<file path="src/rtl/core/fus_pkg.sv">
// Package for the form body encoder: operation codes, character constants
// and the byte classification helpers. No dependencies.
package fus_pkg;

    typedef enum logic [1:0] {
        OP_CLEAR = 2'd0,
        OP_NAME  = 2'd1,
        OP_VALUE = 2'd2,
        OP_DATA  = 2'd3
    } t_op;

    localparam logic [7:0]  CH_PLUS     = 8'h2B;
    localparam logic [7:0]  CH_PCT      = 8'h25;
    localparam logic [7:0]  CH_AMP      = 8'h26;
    localparam logic [7:0]  CH_EQ       = 8'h3D;
    localparam logic [7:0]  CH_SPACE    = 8'h20;
    localparam logic [15:0] LIMIT_RESET = 16'd4096;

    function automatic logic [7:0] hex_digit(input logic [3:0] nib);
        if (nib < 4'd10) begin
            return 8'h30 + {4'h0, nib};
        end else begin
            return 8'h41 + {4'h0, nib} - 8'd10;
        end
    endfunction

    function automatic logic keeps_literal(input logic [7:0] c);
        return (c >= 8'h61 && c <= 8'h7A) || (c >= 8'h41 && c <= 8'h5A) ||
               (c >= 8'h30 && c <= 8'h39) || c == 8'h2A || c == 8'h2D ||
               c == 8'h2E || c == 8'h5F;
    endfunction

endpackage

</file>
<file path="src/rtl/core/form_urlencode_stream_top.sv">
// The first result beat of an item is registered in the unit buffer and then in the output register.
// One output beat per cycle while i_out_stall is low; markers and literal bytes give one beat,
// escaped bytes three, items without a result none.
// The next item is taken in the cycle the previous unit hands over its last beat.
// Reset (synchronous, active low): length, field and error state cleared, limit 4096.
// Form body encoder top level; depends on fus_pkg.
module form_urlencode_stream_top (
    input  logic        i_clk,
    input  logic        i_rst_n,
    input  logic        i_cfg_we,
    input  logic [15:0] i_cfg_wdata,
    input  logic        i_in_valid,
    output logic        o_in_stall,
    input  logic [1:0]  i_op,
    input  logic [7:0]  i_data_byte,
    output logic        o_out_valid,
    input  logic        i_out_stall,
    output logic [7:0]  o_out_byte,
    output logic        o_last,
    output logic        o_overflow,
    output logic [15:0] o_length
);
    import fus_pkg::*;

    logic [15:0] r_limit;
    logic [15:0] r_len;
    logic        r_fs;
    logic        r_failed;

    logic        r_u_vld;
    logic [7:0]  r_u_chr [3];
    logic [1:0]  r_u_cnt;
    logic [1:0]  r_u_pos;
    logic        r_u_ovf;
    logic [15:0] r_u_base;

    logic        r_o_vld;
    logic [7:0]  r_o_byte;
    logic        r_o_last;
    logic        r_o_ovf;
    logic [15:0] r_o_len;

    logic        in_acc;
    logic        u_move;
    logic        u_last;
    logic        unit_en;
    logic [1:0]  unit_n;
    logic [7:0]  unit_chr [3];
    logic        unit_fits;
    logic [16:0] unit_end;
    logic        n_fs;
    t_op         op;

    assign op      = t_op'(i_op);
    assign u_move  = r_u_vld && (!r_o_vld || !i_out_stall);
    assign u_last  = (r_u_pos == r_u_cnt - 2'd1);
    assign o_in_stall = r_u_vld && !(u_move && u_last);
    assign in_acc  = i_in_valid && !o_in_stall;

    always_comb begin
        unit_en     = 1'b0;
        unit_n      = 2'd1;
        unit_chr[0] = CH_AMP;
        unit_chr[1] = hex_digit(i_data_byte[7:4]);
        unit_chr[2] = hex_digit(i_data_byte[3:0]);
        n_fs        = r_fs;
        unique case (op)
            OP_CLEAR: begin
                unit_en = 1'b0;
            end
            OP_NAME: begin
                unit_en = r_fs;
                n_fs    = 1'b1;
            end
            OP_VALUE: begin
                unit_en     = 1'b1;
                unit_chr[0] = CH_EQ;
            end
            OP_DATA: begin
                unit_en = 1'b1;
                if (i_data_byte == CH_SPACE) begin
                    unit_chr[0] = CH_PLUS;
                end else if (keeps_literal(i_data_byte)) begin
                    unit_chr[0] = i_data_byte;
                end else begin
                    unit_chr[0] = CH_PCT;
                    unit_n      = 2'd3;
                end
            end
            default: begin
                unit_en = 1'b0;
            end
        endcase
        unit_end  = {1'b0, r_len} + {15'd0, unit_n};
        unit_fits = (unit_end <= {1'b0, r_limit});
    end

    always_ff @(posedge i_clk) begin
        if (!i_rst_n) begin
            r_limit  <= LIMIT_RESET;
            r_len    <= '0;
            r_fs     <= 1'b0;
            r_failed <= 1'b0;
        end else begin
            if (i_cfg_we) begin
                r_limit <= i_cfg_wdata;
            end
            if (in_acc) begin
                if (op == OP_CLEAR) begin
                    r_len    <= '0;
                    r_fs     <= 1'b0;
                    r_failed <= 1'b0;
                end else if (!r_failed) begin
                    r_fs <= n_fs;
                    if (unit_en) begin
                        if (unit_fits) begin
                            r_len <= unit_end[15:0];
                        end else begin
                            r_failed <= 1'b1;
                        end
                    end
                end
            end
        end
    end

    // unit buffer: load on accept of an item with a result, advance one beat per move
    always_ff @(posedge i_clk) begin
        if (!i_rst_n) begin
            r_u_vld <= 1'b0;
            r_u_pos <= '0;
        end else begin
            if (in_acc && op != OP_CLEAR && !r_failed && unit_en) begin
                r_u_vld <= 1'b1;
                r_u_pos <= '0;
            end else if (u_move) begin
                if (u_last) begin
                    r_u_vld <= 1'b0;
                end
                r_u_pos <= r_u_pos + 2'd1;
            end
        end
    end

    always_ff @(posedge i_clk) begin
        if (in_acc) begin
            r_u_base <= r_len;
            if (unit_fits) begin
                r_u_chr[0] <= unit_chr[0];
                r_u_cnt    <= unit_n;
                r_u_ovf    <= 1'b0;
            end else begin
                r_u_chr[0] <= 8'h00;
                r_u_cnt    <= 2'd1;
                r_u_ovf    <= 1'b1;
            end
            r_u_chr[1] <= unit_chr[1];
            r_u_chr[2] <= unit_chr[2];
        end
    end

    always_ff @(posedge i_clk) begin
        if (!i_rst_n) begin
            r_o_vld <= 1'b0;
        end else if (u_move) begin
            r_o_vld <= 1'b1;
        end else if (!i_out_stall) begin
            r_o_vld <= 1'b0;
        end
    end

    always_ff @(posedge i_clk) begin
        if (u_move) begin
            r_o_byte <= r_u_chr[r_u_pos];
            r_o_last <= u_last;
            r_o_ovf  <= r_u_ovf;
            r_o_len  <= r_u_ovf ? r_u_base : r_u_base + {14'd0, r_u_pos} + 16'd1;
        end
    end

    assign o_out_valid = r_o_vld;
    assign o_out_byte  = r_o_byte;
    assign o_last      = r_o_last;
    assign o_overflow  = r_o_ovf;
    assign o_length    = r_o_len;

`ifndef SYNTH
    a_ovf_last: assert property (@(posedge i_clk) disable iff (!i_rst_n)
        r_o_vld && r_o_ovf |-> r_o_last && r_o_byte == 8'h00)
        else $error("overflow beat not a single zero beat");
    a_pos_range: assert property (@(posedge i_clk) disable iff (!i_rst_n)
        r_u_vld |-> r_u_pos < r_u_cnt)
        else $error("unit position past its count");
    a_mid_beat: assert property (@(posedge i_clk) disable iff (!i_rst_n)
        r_o_vld && !r_o_last |=> r_o_vld)
        else $error("escape broken off before last beat");
    a_ovf_cnt: assert property (@(posedge i_clk) disable iff (!i_rst_n)
        r_u_vld && r_u_ovf |-> r_u_cnt == 2'd1)
        else $error("overflow unit longer than one beat");
`endif

endmodule

</file>
<file path="config.mk">
export PLATFORM = sky130hd
export DESIGN_NAME = form_urlencode_stream_top
export DESIGN_NICKNAME = d
export VERILOG_FILES = /design/src/rtl/core/fus_pkg.sv /design/src/rtl/core/form_urlencode_stream_top.sv
export SDC_FILE = /design/constraint.sdc
export NUM_CORES = 1
export LEC_CHECK = 0
export ABC_AREA = 1
export BUFFER_PORTS_ARGS = -buffer_cell sky130_fd_sc_hd__clkbuf_2
export CORE_ASPECT_RATIO = 1.25
export CORE_MARGIN = 10
export CORE_UTILIZATION = 40
export DETAILED_ROUTE_END_ITERATION = 6
export SLEW_MARGIN = 30
export SYNTH_ARGS = -nofsm -noshare
export SYNTH_HDL_FRONTEND = slang
export SYNTH_SLANG_ARGS = --single-unit
export TNS_END_PERCENT = 30
</file>
<file path="constraint.sdc">
create_clock -name i_clk -period 5.35 [get_ports i_clk]
set_input_delay 1.07 -clock i_clk [delete_from_list [all_inputs] [get_ports i_clk]]
set_output_delay 1.07 -clock i_clk [all_outputs]
set_load 0.01 [all_outputs]
</file>
* Word-level counts from Yosys, hierarchy flattened
Memory sizes are Yosys's and may differ from the RTL's. A register that Yosys moved wholly into a read port is not among the register bits. Cells that the tools add are included.
Cells by class: add/sub/neg operators 11, magnitude comparators 9, equality and inequality tests 11, muxes and demuxes 34, bitwise gates (word level) 2, reductions and logical operators 34
Operators by type and width (count):
- $mux 16 | 5
- $mux 8 | 5
- $eq 8x6->1 const B | 4
- $mux 1 | 19
- $add 16x2->17 | 1
- $le 17x16->1 | 1
- $add 16x1->16 const B | 1
- $add 16x2->16 | 1
- $add 7x4->8 const A | 2
- $ge 8x7->1 const B | 2
- $le 8x7->1 const B | 2
- $pmux 8 s2 | 1
- $sub 8x4->8 const B | 2
- $add 6x4->7 const A | 2
- $reduce_bool 2->1 | 6
- $logic_and 1x1->1 | 10
- $eq 8x7->1 const B | 1
- $ge 8x6->1 const B | 1
- $le 8x6->1 const B | 1
- $lt 4x4->1 const B | 2
- $logic_or 1x1->1 | 7
- $mux 2 | 3
- $logic_not 1->1 | 5
- $eq 2x2->1 const B | 2
- other kinds (13) | 15
Storage, ports and cells: register bits after elaboration 75, memory bits (writable) 24, input port bits 31, output and inout bits 28, memories kept 1
Memory list:
- r_u_chr | depth 3, bits a word 8, read ports 1, clocked after memory_dff 1, write ports 3, line form_urlencode_stream_top.sv:31 | logic [7:0] r_u_chr [3];

* Longest topological paths before layout
word-level depth 17, mapped depth 33, gate-level depth less buffers 32

* Worst setup path before layout
No wires, ideal clock.
path type input port to flip-flop, from input i_data_byte[5], to memory r_u_chr[0][0] (data pin), library setup time 0.266 ns, data arrival time 4.292 ns, data required time 5.084 ns, slack 0.791 ns, cell stages on the path 29, path buffers 1, path through clkbuf_1 -> inv_1 -> ha_1 -> inv_1 -> nor2_1 -> nand3_1 -> nand2_1 -> nor2_1 -> nand3_1 -> nor3_2 -> fa_1 -> nand2_1 -> nor2_1 -> nand2_2 -> inv_1 -> nand2_1 -> nor2_1 -> xor2_1 -> inv_1 -> ha_1 -> nand3_1 -> nor3_1 -> nand2_1 -> nand2_1 -> nand2_2 -> inv_2 -> nand2_1 -> nand2_1 -> a21oi_1
RTL lines:
- from (decl) | line form_urlencode_stream_top.sv:15 | input logic [7:0] i_data_byte,
- to (decl) | line form_urlencode_stream_top.sv:31

==> Implementation_results.wiki <==
{| class="wikitable"
! Metric !! Value
|-
| Status || finished, final reports clean
|-
| Maximum frequency from static timing analysis || 0.210 GHz
|-
| Clock tree from TritonCTS || built
|-
| R2r setup slk || 2.25 ns
|-
| Clock edge transition at the registers on the reported setup and hold paths || 0.08 ns
|-
| Most frequent standard cell in the layout excluding fill and tap cells || sky130_fd_sc_hd__nand2_1
|-
| Post-route clock period utilization || 89.1%
|-
| Share of final-layout standard cells stronger than drive strength 1 || 14.0%
|-
| Maximum VDD drop || 0.184 mV
|-
| Final setup vio count || 0
|-
| Effective utilization at floorplan || 41.0%
|-
| Row count || 47
|-
| Final count of pins violating max slew || 0
|-
| Via Count || 4164
|-
| #FFs+latches synth || 104
|-
| Setup crit start kind || input pin
|-
| CP most frequent cell || sky130_fd_sc_hd__nand2_1
|-
| Destination of the worst hold path || r_limit[7]
|-
| Number of warnings reported in the yosys synthesis log || 0
|-
| Iter 0 DRT Violations || 325
|-
| Critical hold path startpoint || r_limit[7]
|-
| Setup TNS || 0 ns
|-
| Area contributors post-synth || sky130_fd_sc_hd__edfxtp_1, sky130_fd_sc_hd__dfxtp_1, sky130_fd_sc_hd__nand2_1
|-
| Maximum fanout along the worst path || 9
|-
| Routed len/inst || 13.7 um
|-
| Leakage power total || 0.00269 uW
|-
| Horizontal die dimension || 124 um
|-
| Reg2Reg Launch Point || r_len[0]
|-
| Post-synthesis instance area || 0.00545 sq mm
|-
| Dominant synthesized flop cell || sky130_fd_sc_hd__edfxtp_1
|-
| Required @ worst endpoint || 5.44 ns
|-
| Wire length of the first global-routing pass || 19700 um
|-
| Total clock buffers created by CTS || 9
|-
| Mean Syn Cell Area || 8.94 sq um
|-
| Maximum number of pins on one net before global-route repair || 30
|-
| Hold Vio Cnt, Final || 0
|-
| Area of combinational cells with multiple inputs || 0.00226 sq mm
|-
| Share of the synthesized area in the top cell type || 36.4%
|-
| I/O Pins || 59
|-
| Synthesized netlist cell count || 610
|-
| Count of hold buffers inserted by post-cts repair || 0
|-
| Total global routing overflow || 0
|-
| Crit path max-delay cell type || sky130_fd_sc_hd__fa_1
|-
| Port Buffer Count || 58
|-
| Post-route met1 wirelength || 5420 um
|-
| NumNets Final || 730
|-
| Die area || 0.0187 sq mm
|-
| Nets in the synthesized netlist || 672
|-
| Routed wire length on met2 || 5410 um
|-
| Top cell type by total area after synthesis || sky130_fd_sc_hd__edfxtp_1
|-
| Critical path data arrival time || 4.85 ns
|-
| Worst Setup Slack post-DPL || 0.194 ns
|-
| Number of design rule violations left after detail routing || 0
|-
| Cells resized by post-CTS repair || 0
|-
| Longest Clk Path Bufs || 2
|-
| Max H-tree Level || 3
|-
| Worst-case setup margin in the final layout || 0.585 ns
|-
| Reg2reg path depth || 20
|-
| Number of distinct library cells after synthesis || 36
|-
| Register area || 0.00274 sq mm
|-
| Category of the critical setup timing path || input pin to register
|-
| Relative slew slack || 50.6%
|-
| Number of antenna repair diodes || 0
|-
| Worst hold path cell count || 2
|-
| Classification of the worst-slack hold path || register to register
|-
| Terminus of the critical flop-to-flop path || r_u_chr[0][4]
|-
| Post-DRT Antenna Nets || 0
|-
| Share of the yosys chip area belonging to registers || 50.3%
|-
| Amount of wire on met3 after detailed routing || 490 um
|-
| Async set-or-reset flop fraction in the synthesized netlist || 0%
|-
| GRT Overall Usage || 12.6%
|-
| Sink count of the clock tree || 104
|-
| Slowest Stage Delay on Critical Path || 0.28 ns
|-
| Half-perimeter wire length of the detailed placement result || 8790 um
|-
| Placeable core region || 0.0133 sq mm
|-
| RSZ-0062 raised after global routing || no
|-
| Root Buffer Master || sky130_fd_sc_hd__clkbuf_16
|-
| Post-CTS setup buffer count || 0
|-
| Number of antenna violations at the first check in global routing || 0
|-
| Max-cap violation count || 0
|-
| Area growth syn-to-layout || 13.7%
|-
| Detailed Routing Iterations Pass 1 || 5
|-
| Final weighted congestion of routability-driven global placement || 0.864
|-
| Kind of capture point of the worst setup path || register
|-
| Commonest non-fill, non-tap cells in the layout || sky130_fd_sc_hd__nand2_1, sky130_fd_sc_hd__inv_1, sky130_fd_sc_hd__edfxtp_1
|-
| Die extent in y || 151 um
|-
| Detailed Route WL || 11500 um
|-
| Number of global-route vias before repair || 4077
|-
| Power density normalized to cell area || 290 mW/mm^2
|-
| Highest routing layer actually used || met4
|-
| Clock latency at the later pin of the worst-skew pair || 0.35 ns
|-
| Slew at the pin with the worst max-slew slack || 0.739 ns
|-
| Max Clock Skew || 0.0130 ns
|-
| Clock period minus worst slack || 4.76 ns
|-
| Number of synthesized flops with an enable pin || 66
|-
| Layout fillers || 1320
|-
| Via-per-instance ratio || 4.93
|}
-- cells by family (layout without fill, tap and decap cells) --
logic type                 Yosys count  after routing  share of synthesized area (%)
AOI/OAI and AO/OA                   91             91                           8.65
xor gates and xnor gates            27             27                           4.34
adders and majority gates           31             31                           7.39
buffers and inverters              103            166                           8.40
DFF                                104            104                           50.3
other                                1              1                         0.0688
and+or+nand+nor                    253            253                           20.8
-- cell usage after synthesis (2+ instances only) --
master                     number
sky130_fd_sc_hd__nand4_1       19
sky130_fd_sc_hd__xnor2_1       10
sky130_fd_sc_hd__nor3_1         7
sky130_fd_sc_hd__buf_2          3
sky130_fd_sc_hd__nand2_1      108
sky130_fd_sc_hd__ha_1          29
sky130_fd_sc_hd__fa_1           2
sky130_fd_sc_hd__inv_1         85
sky130_fd_sc_hd__nand2_4        3
sky130_fd_sc_hd__o21ai_0       25
sky130_fd_sc_hd__nand2_2        2
sky130_fd_sc_hd__xor2_1        17
sky130_fd_sc_hd__a21oi_1       61
sky130_fd_sc_hd__nor2_2         3
sky130_fd_sc_hd__nor2_1        63
sky130_fd_sc_hd__nor4_1         2
sky130_fd_sc_hd__clkbuf_1       7
sky130_fd_sc_hd__buf_6          3
sky130_fd_sc_hd__o21ai_1        2
sky130_fd_sc_hd__edfxtp_1      66
sky130_fd_sc_hd__nand3_1       41
sky130_fd_sc_hd__dfxtp_1       38
-- flip-flops by register name, indices dropped and copies added, names as in the netlist --
register,count
o_out_valid,1
r_failed,1
r_u_vld,1
r_u_chr,22
o_length,16
r_len,16
o_last,1
r_u_ovf,1
r_fs,1
r_limit,16
r_u_base,16
r_u_pos,2
r_u_cnt,1
o_out_byte,8
o_overflow,1
-- where the power goes --
group	internal (uW)	leakage, uW	total [uW]	switching [uW]
Sequential	907	0.000949	932	25.0
Combinational	74.6	0.00159	220	145
Clock	331	0.000143	649	318
-- worst max-delay path, delay by kind of cell --
family / cells / cell delay [ns]
AOI/OAI and AO/OA: 1 / 0.07
xor gates and xnor gates: 1 / 0.16
adders and majority gates: 3 / 0.77
buffers and inverters: 5 / 0.53
and+or+nand+nor: 20 / 2.22
-- per-stage QoR --
stage,instance area (sq um),hold WS [ns],power [uW],util (%),cells
global placement,5890,0.439,1160,44.3,828
finish,6200,0.473,1800,46.7,844
global route,6200,0.494,1890,46.7,844
CTS,6190,0.470,1810,46.6,844
detailed placement,5890,0.458,1170,44.3,828
floorplan,5450,0.428,1100,-,610
-- metal layers --
| layer | vias to the layer above | track usage (%) |
|---|---|---|
| met3 | 16 | 2.18 |
| met1 | 1900 | 15.8 |
| met2 | 111 | 20.7 |
| met5 | - | 0 |
| met4 | 0 | 5.83 |
| li1 | 2137 | - |
-- layout make-up --
| class | instances | area share, % |
|---|---|---|
| clock buffers | 9 | 3.63 |
| inverters | 88 | 5.83 |
| flip-flops and latches | 104 | 44.2 |
| multi-input cells | 403 | 36.5 |
| repair buffers | 62 | 5.17 |
| well taps | 171 | 3.45 |
| clock inverters | 7 | 1.17 |
-- worst max-delay path by stage --
stage | to | slack (ns) | from | depth (start not counted)
floorplan | r_u_chr[0][0] | 0.79 | i_data_byte[5] | 29
global placement | r_len[14] | 0.15 | i_data_byte[0] | 31
detailed placement | r_u_chr[0][4] | 0.19 | i_data_byte[0] | 30
CTS | r_len[0] | 0.51 | i_data_byte[0] | 33
global route | r_u_chr[0][6] | 0.01 | i_data_byte[0] | 32
finish | r_u_chr[0][4] | 0.59 | i_data_byte[0] | 30
(Power assumes the default switching activity.)
